===== src/rtl/h264_depkt_pkg.sv =====
// Package: shared types and constants for the H.264 RTP depacketizer.
`timescale 1ns / 1ps
package h264_depkt_pkg;

   typedef enum logic [2:0] {
      MODE_IDLE    = 3'd0,
      MODE_SINGLE  = 3'd1,
      MODE_STAP    = 3'd2,
      MODE_FU_HDR  = 3'd3,
      MODE_FU_DATA = 3'd4,
      MODE_SWALLOW = 3'd5
   } mode_type;

   typedef enum logic [1:0] {
      PH_HIGH  = 2'd0,
      PH_LOW   = 2'd1,
      PH_FIRST = 2'd2,
      PH_BODY  = 2'd3
   } phase_type;

   localparam logic [2:0] ERR_NONE      = 3'd0;
   localparam logic [2:0] ERR_HEADER    = 3'd1;
   localparam logic [2:0] ERR_TYPE      = 3'd2;
   localparam logic [2:0] ERR_FU_SHORT  = 3'd3;
   localparam logic [2:0] ERR_FU_HDR    = 3'd4;
   localparam logic [2:0] ERR_STAP_LEN  = 3'd5;
   localparam logic [2:0] ERR_STAP_TYPE = 3'd6;
   localparam logic [2:0] ERR_STAP_TAIL = 3'd7;

   localparam logic [1:0] UM_SINGLE = 2'd0;
   localparam logic [1:0] UM_STAP   = 2'd1;
   localparam logic [1:0] UM_FU     = 2'd2;

   localparam logic [4:0] NAL_IDR  = 5'd5;
   localparam logic [4:0] NAL_SPS  = 5'd7;
   localparam logic [4:0] NAL_PPS  = 5'd8;
   localparam logic [4:0] NAL_STAP = 5'd24;
   localparam logic [4:0] NAL_FU_A = 5'd28;
   localparam logic [4:0] NAL_LAST_SINGLE = 5'd23;

   // One result row.
   typedef struct packed {
      logic       result_kind;
      logic [7:0] out_byte;
      logic       unit_first;
      logic       unit_last;
      logic [1:0] unit_mode;
      logic [4:0] nal_kind;
      logic [1:0] fu_flags;
      logic [7:0] rebuilt_header;
      logic [3:0] key_flags;
      logic [1:0] frame_flags;
      logic [2:0] error_code;
      logic       run_last;
   } result_type;

   // Up to two results from one transfer.
   typedef struct packed {
      logic       data_valid;
      logic       stat_valid;
      result_type data_row;
      result_type stat_row;
   } pair_type;

   function automatic logic [3:0] unit_keys(input logic [4:0] t, input logic [31:0] mask);
      logic [3:0] k;
      k    = '0;
      k[0] = (t == NAL_SPS);
      k[1] = (t == NAL_PPS);
      k[2] = (t == NAL_IDR);
      k[3] = mask[t];
      return k;
   endfunction

endpackage


===== src/rtl/h264_depkt_parse.sv =====
// Parser: per-byte state update and result generation.
`timescale 1ns / 1ps
module h264_depkt_parse
   import h264_depkt_pkg::*;
#(
   parameter int LEN_BITS = 16
) (
   input  logic        clock,
   input  logic        reset,
   input  logic        step,
   input  logic [7:0]  data_byte,
   input  logic        first_byte,
   input  logic        last_byte,
   input  logic        empty_packet,
   input  logic        rtp_marker,
   input  logic        header_ok,
   input  logic [31:0] key_mask,
   output pair_type    pair
);

   mode_type    mode_ff, mode_in;
   phase_type   phase_ff, phase_in;
   logic [1:0]  idx_ff, idx_in;   // byte index, saturated at 3 (only ==2 matters)
   logic [7:0]  lenh_ff, lenh_in;
   logic [LEN_BITS-1:0] rem_ff, rem_in;
   logic [4:0]  type_ff, type_in;
   logic [7:0]  ind_ff, ind_in;
   logic [1:0]  fuh_ff, fuh_in;
   logic [3:0]  agg_ff, agg_in;
   logic        seen_ff, seen_in;
   logic [2:0]  perr_ff, perr_in;

   logic [4:0]  t;
   logic [15:0] len;
   logic [2:0]  err;
   logic [1:0]  ff;
   logic        dv, uf, ul;
   logic [1:0]  um;
   logic [LEN_BITS-1:0] rem_dec;

   assign t       = data_byte[4:0];
   assign len     = {lenh_ff, data_byte};
   assign rem_dec = rem_ff - LEN_BITS'(1);

   always_comb begin
      mode_in  = mode_ff;
      phase_in = phase_ff;
      idx_in   = idx_ff;
      lenh_in  = lenh_ff;
      rem_in   = rem_ff;
      type_in  = type_ff;
      ind_in   = ind_ff;
      fuh_in   = fuh_ff;
      agg_in   = agg_ff;
      seen_in  = seen_ff;
      perr_in  = perr_ff;
      err      = ERR_NONE;
      ff       = {rtp_marker, 1'b0};
      dv       = 1'b0;
      uf       = 1'b0;
      ul       = 1'b0;
      um       = UM_SINGLE;
      pair     = '0;
      if (!step) begin
         // hold
      end else if (empty_packet) begin
         mode_in = MODE_IDLE;
         agg_in  = '0;
         pair.stat_valid          = 1'b1;
         pair.stat_row.result_kind = 1'b1;
         pair.stat_row.error_code  = ERR_HEADER;
         pair.stat_row.run_last    = 1'b1;
      end else if (!first_byte && mode_ff == MODE_IDLE) begin
         // drop stray byte
      end else begin
         if (first_byte) begin
            phase_in = PH_HIGH;
            lenh_in  = '0;
            rem_in   = '0;
            type_in  = '0;
            ind_in   = '0;
            fuh_in   = '0;
            agg_in   = '0;
            seen_in  = 1'b0;
            perr_in  = ERR_NONE;
            if (!header_ok) begin
               err = ERR_HEADER;
            end else if (t >= 5'd1 && t <= NAL_LAST_SINGLE) begin
               mode_in = MODE_SINGLE;
               type_in = t;
               agg_in  = unit_keys(t, key_mask);
               dv = 1'b1; uf = 1'b1; ul = last_byte;
            end else if (t == NAL_STAP) begin
               mode_in = MODE_STAP;
            end else if (t == NAL_FU_A) begin
               mode_in = MODE_FU_HDR;
               ind_in  = data_byte;
            end else begin
               err = ERR_TYPE;
            end
         end else begin
            unique case (mode_ff)
               MODE_SINGLE: begin
                  dv = 1'b1; ul = last_byte;
               end
               MODE_STAP: begin
                  unique case (phase_ff)
                     PH_HIGH: begin
                        lenh_in  = data_byte;
                        phase_in = PH_LOW;
                     end
                     PH_LOW: begin
                        if (len == 16'd0 || (len >> LEN_BITS) != 16'd0) begin
                           err = ERR_STAP_LEN;
                        end else begin
                           rem_in   = len[LEN_BITS-1:0];
                           phase_in = PH_FIRST;
                        end
                     end
                     default: begin
                        if (phase_ff == PH_FIRST && (t == 5'd0 || t >= NAL_STAP)) begin
                           err = ERR_STAP_TYPE;
                        end else begin
                           if (phase_ff == PH_FIRST) begin
                              type_in = t;
                              agg_in  = agg_ff | unit_keys(t, key_mask);
                              seen_in = 1'b1;
                           end
                           rem_in   = rem_dec;
                           dv = 1'b1; um = UM_STAP;
                           uf = (phase_ff == PH_FIRST);
                           ul = (rem_dec == '0);
                           phase_in = (rem_dec == '0) ? PH_HIGH : PH_BODY;
                        end
                     end
                  endcase
               end
               MODE_FU_HDR: begin
                  if (last_byte) begin
                     err = ERR_FU_SHORT;
                  end else if (data_byte[5] || (data_byte[7] && data_byte[6]) ||
                               t == 5'd0 || t >= NAL_STAP) begin
                     err = ERR_FU_HDR;
                  end else begin
                     type_in = t;
                     fuh_in  = {data_byte[6], data_byte[7]};
                     agg_in  = unit_keys(t, key_mask);
                     mode_in = MODE_FU_DATA;
                  end
               end
               MODE_FU_DATA: begin
                  dv = 1'b1; um = UM_FU;
                  uf = (idx_ff == 2'd2); ul = last_byte;
               end
               default: err = perr_ff;
            endcase
         end
         idx_in = first_byte ? 2'd1 : ((idx_ff == 2'd3) ? idx_ff : idx_ff + 2'd1);

         // data row uses the unit type as updated by this byte
         pair.data_valid              = dv;
         pair.data_row.out_byte       = data_byte;
         pair.data_row.unit_first     = uf;
         pair.data_row.unit_last      = ul;
         pair.data_row.unit_mode      = um;
         pair.data_row.nal_kind       = type_in;
         pair.data_row.key_flags      = unit_keys(type_in, key_mask);
         if (um == UM_FU) begin
            pair.data_row.fu_flags       = fuh_ff;
            pair.data_row.rebuilt_header = {ind_ff[7:5], type_ff};
         end
         pair.data_row.run_last = dv && !last_byte && err == ERR_NONE;

         if (err != ERR_NONE) begin
            if (last_byte) begin
               mode_in = MODE_IDLE;
            end else begin
               mode_in = MODE_SWALLOW;
               perr_in = err;
            end
         end else if (last_byte) begin
            if (mode_in == MODE_STAP) begin
               if (phase_in == PH_FIRST || phase_in == PH_BODY) err = ERR_STAP_LEN;
               else if (phase_in == PH_LOW) err = ERR_STAP_TAIL;
               else if (!seen_in) err = ERR_STAP_TAIL;
            end else if (mode_in == MODE_FU_HDR) begin
               err = ERR_FU_SHORT;
            end else if (mode_in == MODE_FU_DATA) begin
               ff = {fuh_in[1] & rtp_marker, fuh_in[0]};
            end
            mode_in = MODE_IDLE;
         end
         if (last_byte) begin
            pair.stat_valid           = 1'b1;
            pair.stat_row.result_kind = 1'b1;
            pair.stat_row.error_code  = err;
            pair.stat_row.key_flags   = (err == ERR_NONE) ? agg_in : 4'd0;
            pair.stat_row.frame_flags = (err == ERR_NONE) ? ff : 2'd0;
            pair.stat_row.run_last    = 1'b1;
         end
      end
   end

   always_ff @(posedge clock) begin
      if (reset) begin
         mode_ff  <= MODE_IDLE;
         phase_ff <= PH_HIGH;
         idx_ff   <= '0;
         lenh_ff  <= '0;
         rem_ff   <= '0;
         type_ff  <= '0;
         ind_ff   <= '0;
         fuh_ff   <= '0;
         agg_ff   <= '0;
         seen_ff  <= 1'b0;
         perr_ff  <= ERR_NONE;
      end else begin
         mode_ff  <= mode_in;
         phase_ff <= phase_in;
         idx_ff   <= idx_in;
         lenh_ff  <= lenh_in;
         rem_ff   <= rem_in;
         type_ff  <= type_in;
         ind_ff   <= ind_in;
         fuh_ff   <= fuh_in;
         agg_ff   <= agg_in;
         seen_ff  <= seen_in;
         perr_ff  <= perr_in;
      end
   end

endmodule


===== src/rtl/h264_depkt_outq.sv =====
// Output queue: four-entry FIFO of result rows, up to two pushed per cycle.
`timescale 1ns / 1ps
module h264_depkt_outq
   import h264_depkt_pkg::*;
(
   input  logic       clock,
   input  logic       reset,
   input  pair_type   pair,
   output logic       room,
   output logic       out_valid,
   input  logic       out_ready,
   output result_type out_row
);

   result_type  mem_ff [4];
   logic [1:0]  rd_ff, rd_in, wr_ff, wr_in;
   logic [2:0]  cnt_ff, cnt_in;
   logic        pop;
   logic [1:0]  npush;

   assign out_valid = (cnt_ff != 3'd0);
   assign out_row   = mem_ff[rd_ff];
   assign pop       = out_valid && out_ready;
   assign npush     = {1'b0, pair.data_valid} + {1'b0, pair.stat_valid};
   // accept only when two slots remain free
   assign room      = (cnt_ff <= 3'd2);

   always_comb begin
      rd_in  = rd_ff + {1'b0, pop};
      wr_in  = wr_ff + npush;
      cnt_in = cnt_ff + {1'b0, npush} - {2'b0, pop};
   end

   always_ff @(posedge clock) begin
      if (reset) begin
         rd_ff  <= '0;
         wr_ff  <= '0;
         cnt_ff <= '0;
      end else begin
         rd_ff  <= rd_in;
         wr_ff  <= wr_in;
         cnt_ff <= cnt_in;
      end
   end

   // write data and status rows
   always_ff @(posedge clock) begin
      if (pair.data_valid) mem_ff[wr_ff] <= pair.data_row;
      if (pair.stat_valid) mem_ff[wr_ff + {1'b0, pair.data_valid}] <= pair.stat_row;
   end

endmodule


===== src/rtl/h264_rtp_payload_depacketizer.sv =====
// Top level: H.264 RTP payload depacketizer.
`timescale 1ns / 1ps
// Takes one payload byte per transfer and gives NAL unit data bytes plus a
// status row at each packet's last byte. A byte is taken every cycle while the
// four-entry result queue has two free slots; results are registered in the
// queue and leave at one per cycle while rsp_ready is high, so a byte ending
// a packet that also carries data gives two rows. mask_ff is written via csr_.
module h264_rtp_payload_depacketizer
   import h264_depkt_pkg::*;
#(
   parameter int LEN_BITS = 16
) (
   input  logic        clock,
   input  logic        reset,
   input  logic        req_valid,
   output logic        req_ready,
   input  logic [7:0]  req_data_byte,
   input  logic        req_first_byte,
   input  logic        req_last_byte,
   input  logic        req_empty_packet,
   input  logic        req_rtp_marker,
   input  logic        req_header_ok,
   output logic        rsp_valid,
   input  logic        rsp_ready,
   output logic        rsp_result_kind,
   output logic [7:0]  rsp_out_byte,
   output logic        rsp_unit_first,
   output logic        rsp_unit_last,
   output logic [1:0]  rsp_unit_mode,
   output logic [4:0]  rsp_nal_kind,
   output logic [1:0]  rsp_fu_flags,
   output logic [7:0]  rsp_rebuilt_header,
   output logic [3:0]  rsp_key_flags,
   output logic [1:0]  rsp_frame_flags,
   output logic [2:0]  rsp_error_code,
   output logic        rsp_run_last,
   input  logic        csr_write_enable,
   input  logic [31:0] csr_write_data
);

   logic [31:0] mask_ff;
   pair_type    pair;
   result_type  row;
   logic        room;

   always_ff @(posedge clock) begin
      if (reset) mask_ff <= 32'h0000_01A0;
      else if (csr_write_enable) mask_ff <= csr_write_data;
   end

   assign req_ready = room;

   h264_depkt_parse #(.LEN_BITS(LEN_BITS)) u_parse (
      .clock, .reset,
      .step        (req_valid && room),
      .data_byte   (req_data_byte),
      .first_byte  (req_first_byte),
      .last_byte   (req_last_byte),
      .empty_packet(req_empty_packet),
      .rtp_marker  (req_rtp_marker),
      .header_ok   (req_header_ok),
      .key_mask    (mask_ff),
      .pair
   );

   h264_depkt_outq u_outq (
      .clock, .reset, .pair, .room,
      .out_valid(rsp_valid), .out_ready(rsp_ready), .out_row(row)
   );

   assign rsp_result_kind    = row.result_kind;
   assign rsp_out_byte       = row.out_byte;
   assign rsp_unit_first     = row.unit_first;
   assign rsp_unit_last      = row.unit_last;
   assign rsp_unit_mode      = row.unit_mode;
   assign rsp_nal_kind       = row.nal_kind;
   assign rsp_fu_flags       = row.fu_flags;
   assign rsp_rebuilt_header = row.rebuilt_header;
   assign rsp_key_flags      = row.key_flags;
   assign rsp_frame_flags    = row.frame_flags;
   assign rsp_error_code     = row.error_code;
   assign rsp_run_last       = row.run_last;

endmodule


===== config.mk =====
export PLATFORM = sky130hd
export DESIGN_NAME = h264_rtp_payload_depacketizer
export DESIGN_NICKNAME = d
export VERILOG_FILES = /design/src/rtl/h264_depkt_pkg.sv /design/src/rtl/h264_depkt_parse.sv /design/src/rtl/h264_depkt_outq.sv /design/src/rtl/h264_rtp_payload_depacketizer.sv
export SDC_FILE = /design/constraint.sdc
export NUM_CORES = 1
export LEC_CHECK = 0
export BUFFER_PORTS_ARGS = -buffer_cell sky130_fd_sc_hd__buf_2
export CORE_ASPECT_RATIO = 0.5
export CORE_MARGIN = 2
export CORE_UTILIZATION = 30
export CTS_CLUSTER_SIZE = 8
export DETAILED_ROUTE_END_ITERATION = 6
export GPL_TIMING_DRIVEN = 0
export PLACE_DENSITY_LB_ADDON = 0.1
export SLEW_MARGIN = 15
export SYNTH_ARGS = -nofsm -noshare
export SYNTH_HDL_FRONTEND = slang
export SYNTH_SLANG_ARGS = --single-unit

===== constraint.sdc =====
create_clock -name clock -period 5.5 [get_ports clock]
set_clock_uncertainty 0.2 [all_clocks]
set_input_delay 0.275 -clock clock [delete_from_list [all_inputs] [get_ports clock]]
set_output_delay 0.275 -clock clock [all_outputs]
set_load 0.02 [all_outputs]

==> flow_summary.ini <==
[die]
die_x_um = 286
ios = 90
start_util_pct = 30.6
core_um2 = 39100
placementRows = 51
dieArea_um2 = 41600
die_y_um = 145

[cells_and_area]
diodes = 0
final_common_cell = nand2_1
num-fill-cells = 4029
drive_above_1_share_pct = 13.7
fin_util_pct = 36.6
final_cell_mix = nand2_1 (223), dfxtp_1 (196), a21oi_1 (161), nor2_1 (132)
stdcell_count = 2041
area_delta_synth_final_pct = 19.8
nets = 1564

[route]
vias_per_cell = 5.46
drt_pass1_iterations = 6
ant_nets = 0
wl_per_cell_um = 22.1
vias = 11100
drtIter0Drc = 1018
finalWirelength_mm = 45.0
drc = 0

[worst_setup_path]
start_kind = flip-flop
crit_slowest_cell = clkbuf_1
worstPathArrival_ps = 4300
path_class = flip-flop to flip-flop
path_common_cell = nand2_1
path_cells = buf_2 -> nor4_1 -> or3_1 -> nor2_1 -> nand2_1 -> inv_1 -> nand2_1 -> or2_2 -> clkbuf_1 -> clkbuf_1 -> nand2_1
cp-end-kind = flip-flop
max_stage_delay_ps = 670
cp_max_fo = 11
worstPathRequired_ps = 5420

[clock_tree]
clkLatencyLatePin_ps = 520
h-tree-depth = 2
numCtsBuffers = 35
clk_path_buf_depth = 3
cts_resized = 0
cts-root-buf = clkbuf_16
cts_sinks = 240
cts_tree = built
clkTransAtPathRegs_ps = 50
cts_setup_buffers = 0

[logic_synthesis]
synth_edf_count = 44
synth_ff_type = dfxtp_1
async_flop_share_pct = 0
ys_seq_area_share_pct = 43.9
avgSynthCellArea_um2 = 8.88
synth.yosys.warnings = 0
synth_cell_types = 78
syn_inst = 1347
synth_area_um2 = 12000
ys_ff_latch = 240
syn-num-nets = 1409

[timing]
max_freq_ghz = 0.228
relSlewSlack_pct = 15.3
post-route-period-util_pct = 79.7
setup_viol = 0
rsz0062_at_grt = false
worstMarginPinSlew_ps = 1260
slew_viol_final = 0
finalWorstSetupSlack_ps = 1120
tns_ps = 0
hold_viol = 0
min_period_ps = 4380

[status]
status = finished, final reports clean

[run]
max_cap_violations = 0

[power]
peakVddDrop_mv = 0.153
powerDensity_nw_per_um2 = 338
leakagePower_nw = 5.14
power_mw = 4.85

[global_routing]
antenna_found_initial = 0
grt_pass1_vias = 11100
track_usage_pct = 21.5
grt_pass1_wl_mm = 68.5
grt_max_degree = 12
grt-ovfl-total = 0

[placed_design]
dp_worst_setup_slack_ps = 904
port_buffers = 85
place_congestion = 0.887
placed_cells = 1962
hpwl_mm = 31.9

[min_path]
hold_class = primary input to flip-flop
metrics by stage:
step	area, um2	hold slack (ps)
after floorplan	12000	197
after global placement	13000	236
after detailed placement	13100	245
after CTS	14300	33.8
after global routing	14300	69.5
final	14300	46.5
worst paths after layout:
path	from	to	slack [ps]	cells after the start
hold / removal	csr_write_enable	mask_ff[22]$_SDFFE_PP0P_	50	3
setup reg to reg	u_parse.mode_ff[0]$_SDFFE_PP0P_	u_outq.mem_ff[2][7]$_DFFE_PP_	1120	11
hold reg to reg	u_outq.mem_ff[0][25]$_SDFFE_PP0P_	u_outq.mem_ff[0][25]$_SDFFE_PP0P_	250	2
setup / recovery	u_parse.mode_ff[0]$_SDFFE_PP0P_	u_outq.mem_ff[2][7]$_DFFE_PP_	1120	11
metal layers:
metal  share of wire [%]  track usage [%]  up-vias
li1                    -                -     5166
met5                   0                0        -
met1                  47             30.6     5500
met2                  45             33.7      396
met3                 5.7             3.33       79
met4                 2.2             5.94        0
cell usage after synthesis, types with 3 or more instances:
cell / number / area share [%]
xnor2_1: 11 / 0.81
nand4_1: 5 / 0.26
or2_2: 3 / 0.16
mux2i_1: 41 / 3.4
o32ai_1: 8 / 0.59
nor2b_1: 12 / 0.63
a41oi_1: 3 / 0.22
buf_2: 14 / 0.59
nor3_1: 22 / 0.92
a211o_1: 4 / 0.29
and2_1: 4 / 0.21
nor2_1: 132 / 4.1
a2111oi_0: 9 / 0.66
xor2_1: 5 / 0.37
o22ai_1: 12 / 0.63
inv_1: 18 / 0.57
a22oi_1: 20 / 1.3
o31ai_1: 5 / 0.31
nor4_1: 9 / 0.47
clkbuf_1: 87 / 2.7
nand2b_1: 8 / 0.42
edfxtp_1: 44 / 11
o21ai_0: 27 / 1.1
nand3b_1: 4 / 0.25
and3_1: 6 / 0.31
mux4_2: 47 / 8.9
nand3_1: 99 / 4.1
or3_1: 10 / 0.52
dfxtp_1: 196 / 33
a32oi_1: 4 / 0.29
or4_1: 3 / 0.19
a21oi_1: 161 / 6.7
ha_1: 11 / 1.2
buf_4: 4 / 0.25
o211ai_1: 7 / 0.44
buf_1: 11 / 0.35
nand2_1: 223 / 7.0
a22o_1: 3 / 0.22
a21o_1: 8 / 0.50
cells by family after synthesis:
family	after synthesis	share of synthesized area, %
AOI/OAI and AO/OA	299	15.5
xor gates and xnor gates	16	1.17
adders and majority gates	12	1.32
buffers and inverters	134	4.48
DFF	240	43.9
muxes	89	12.4
and+or+nand+nor	557	21.3
flip-flops by register name, indices dropped and copies added (netlist names), 3 cells and up:
name and flops:
mask_ff 32, u_outq.cnt_ff 3, u_outq.mem_ff 152, u_parse.agg_ff 4, u_parse.ind_ff 3, u_parse.lenh_ff 8, u_parse.mode_ff 3, u_parse.perr_ff 3
u_parse.rem_ff 16, u_parse.type_ff 5
where the power goes:
part / switching [mW] / internal [mW]
registers: 0.0479 / 1.87
logic: 0.610 / 0.357
clock network: 0.808 / 1.15
final cells by class:
type	instances	area [um2]	area share (%)
Timing Repair Buffer	118	756	5.28
Inverter	18	67.6	0.472
Clock buffer	44	910	6.35
Clock inverter	2	32.5	0.227
Buffer	116	468	3.27
Tap cell	530	663	4.63
Multi-Input combinational cell	973	6180	43.2
Sequential cell	240	5250	36.6
what timing repair did:
item,CTS,global route
hold endpoints to repair,35,0
hold buffers,33,0
setup endpoints to repair,0,0
critical path: cells and delay by family (launching register included):
family	cells	cell delay [ps]
DFF	1	290
and+or+nand+nor	7	1980
buffers and inverters	4	1480
No activity file was read; power rests on OpenSTA's default activity.
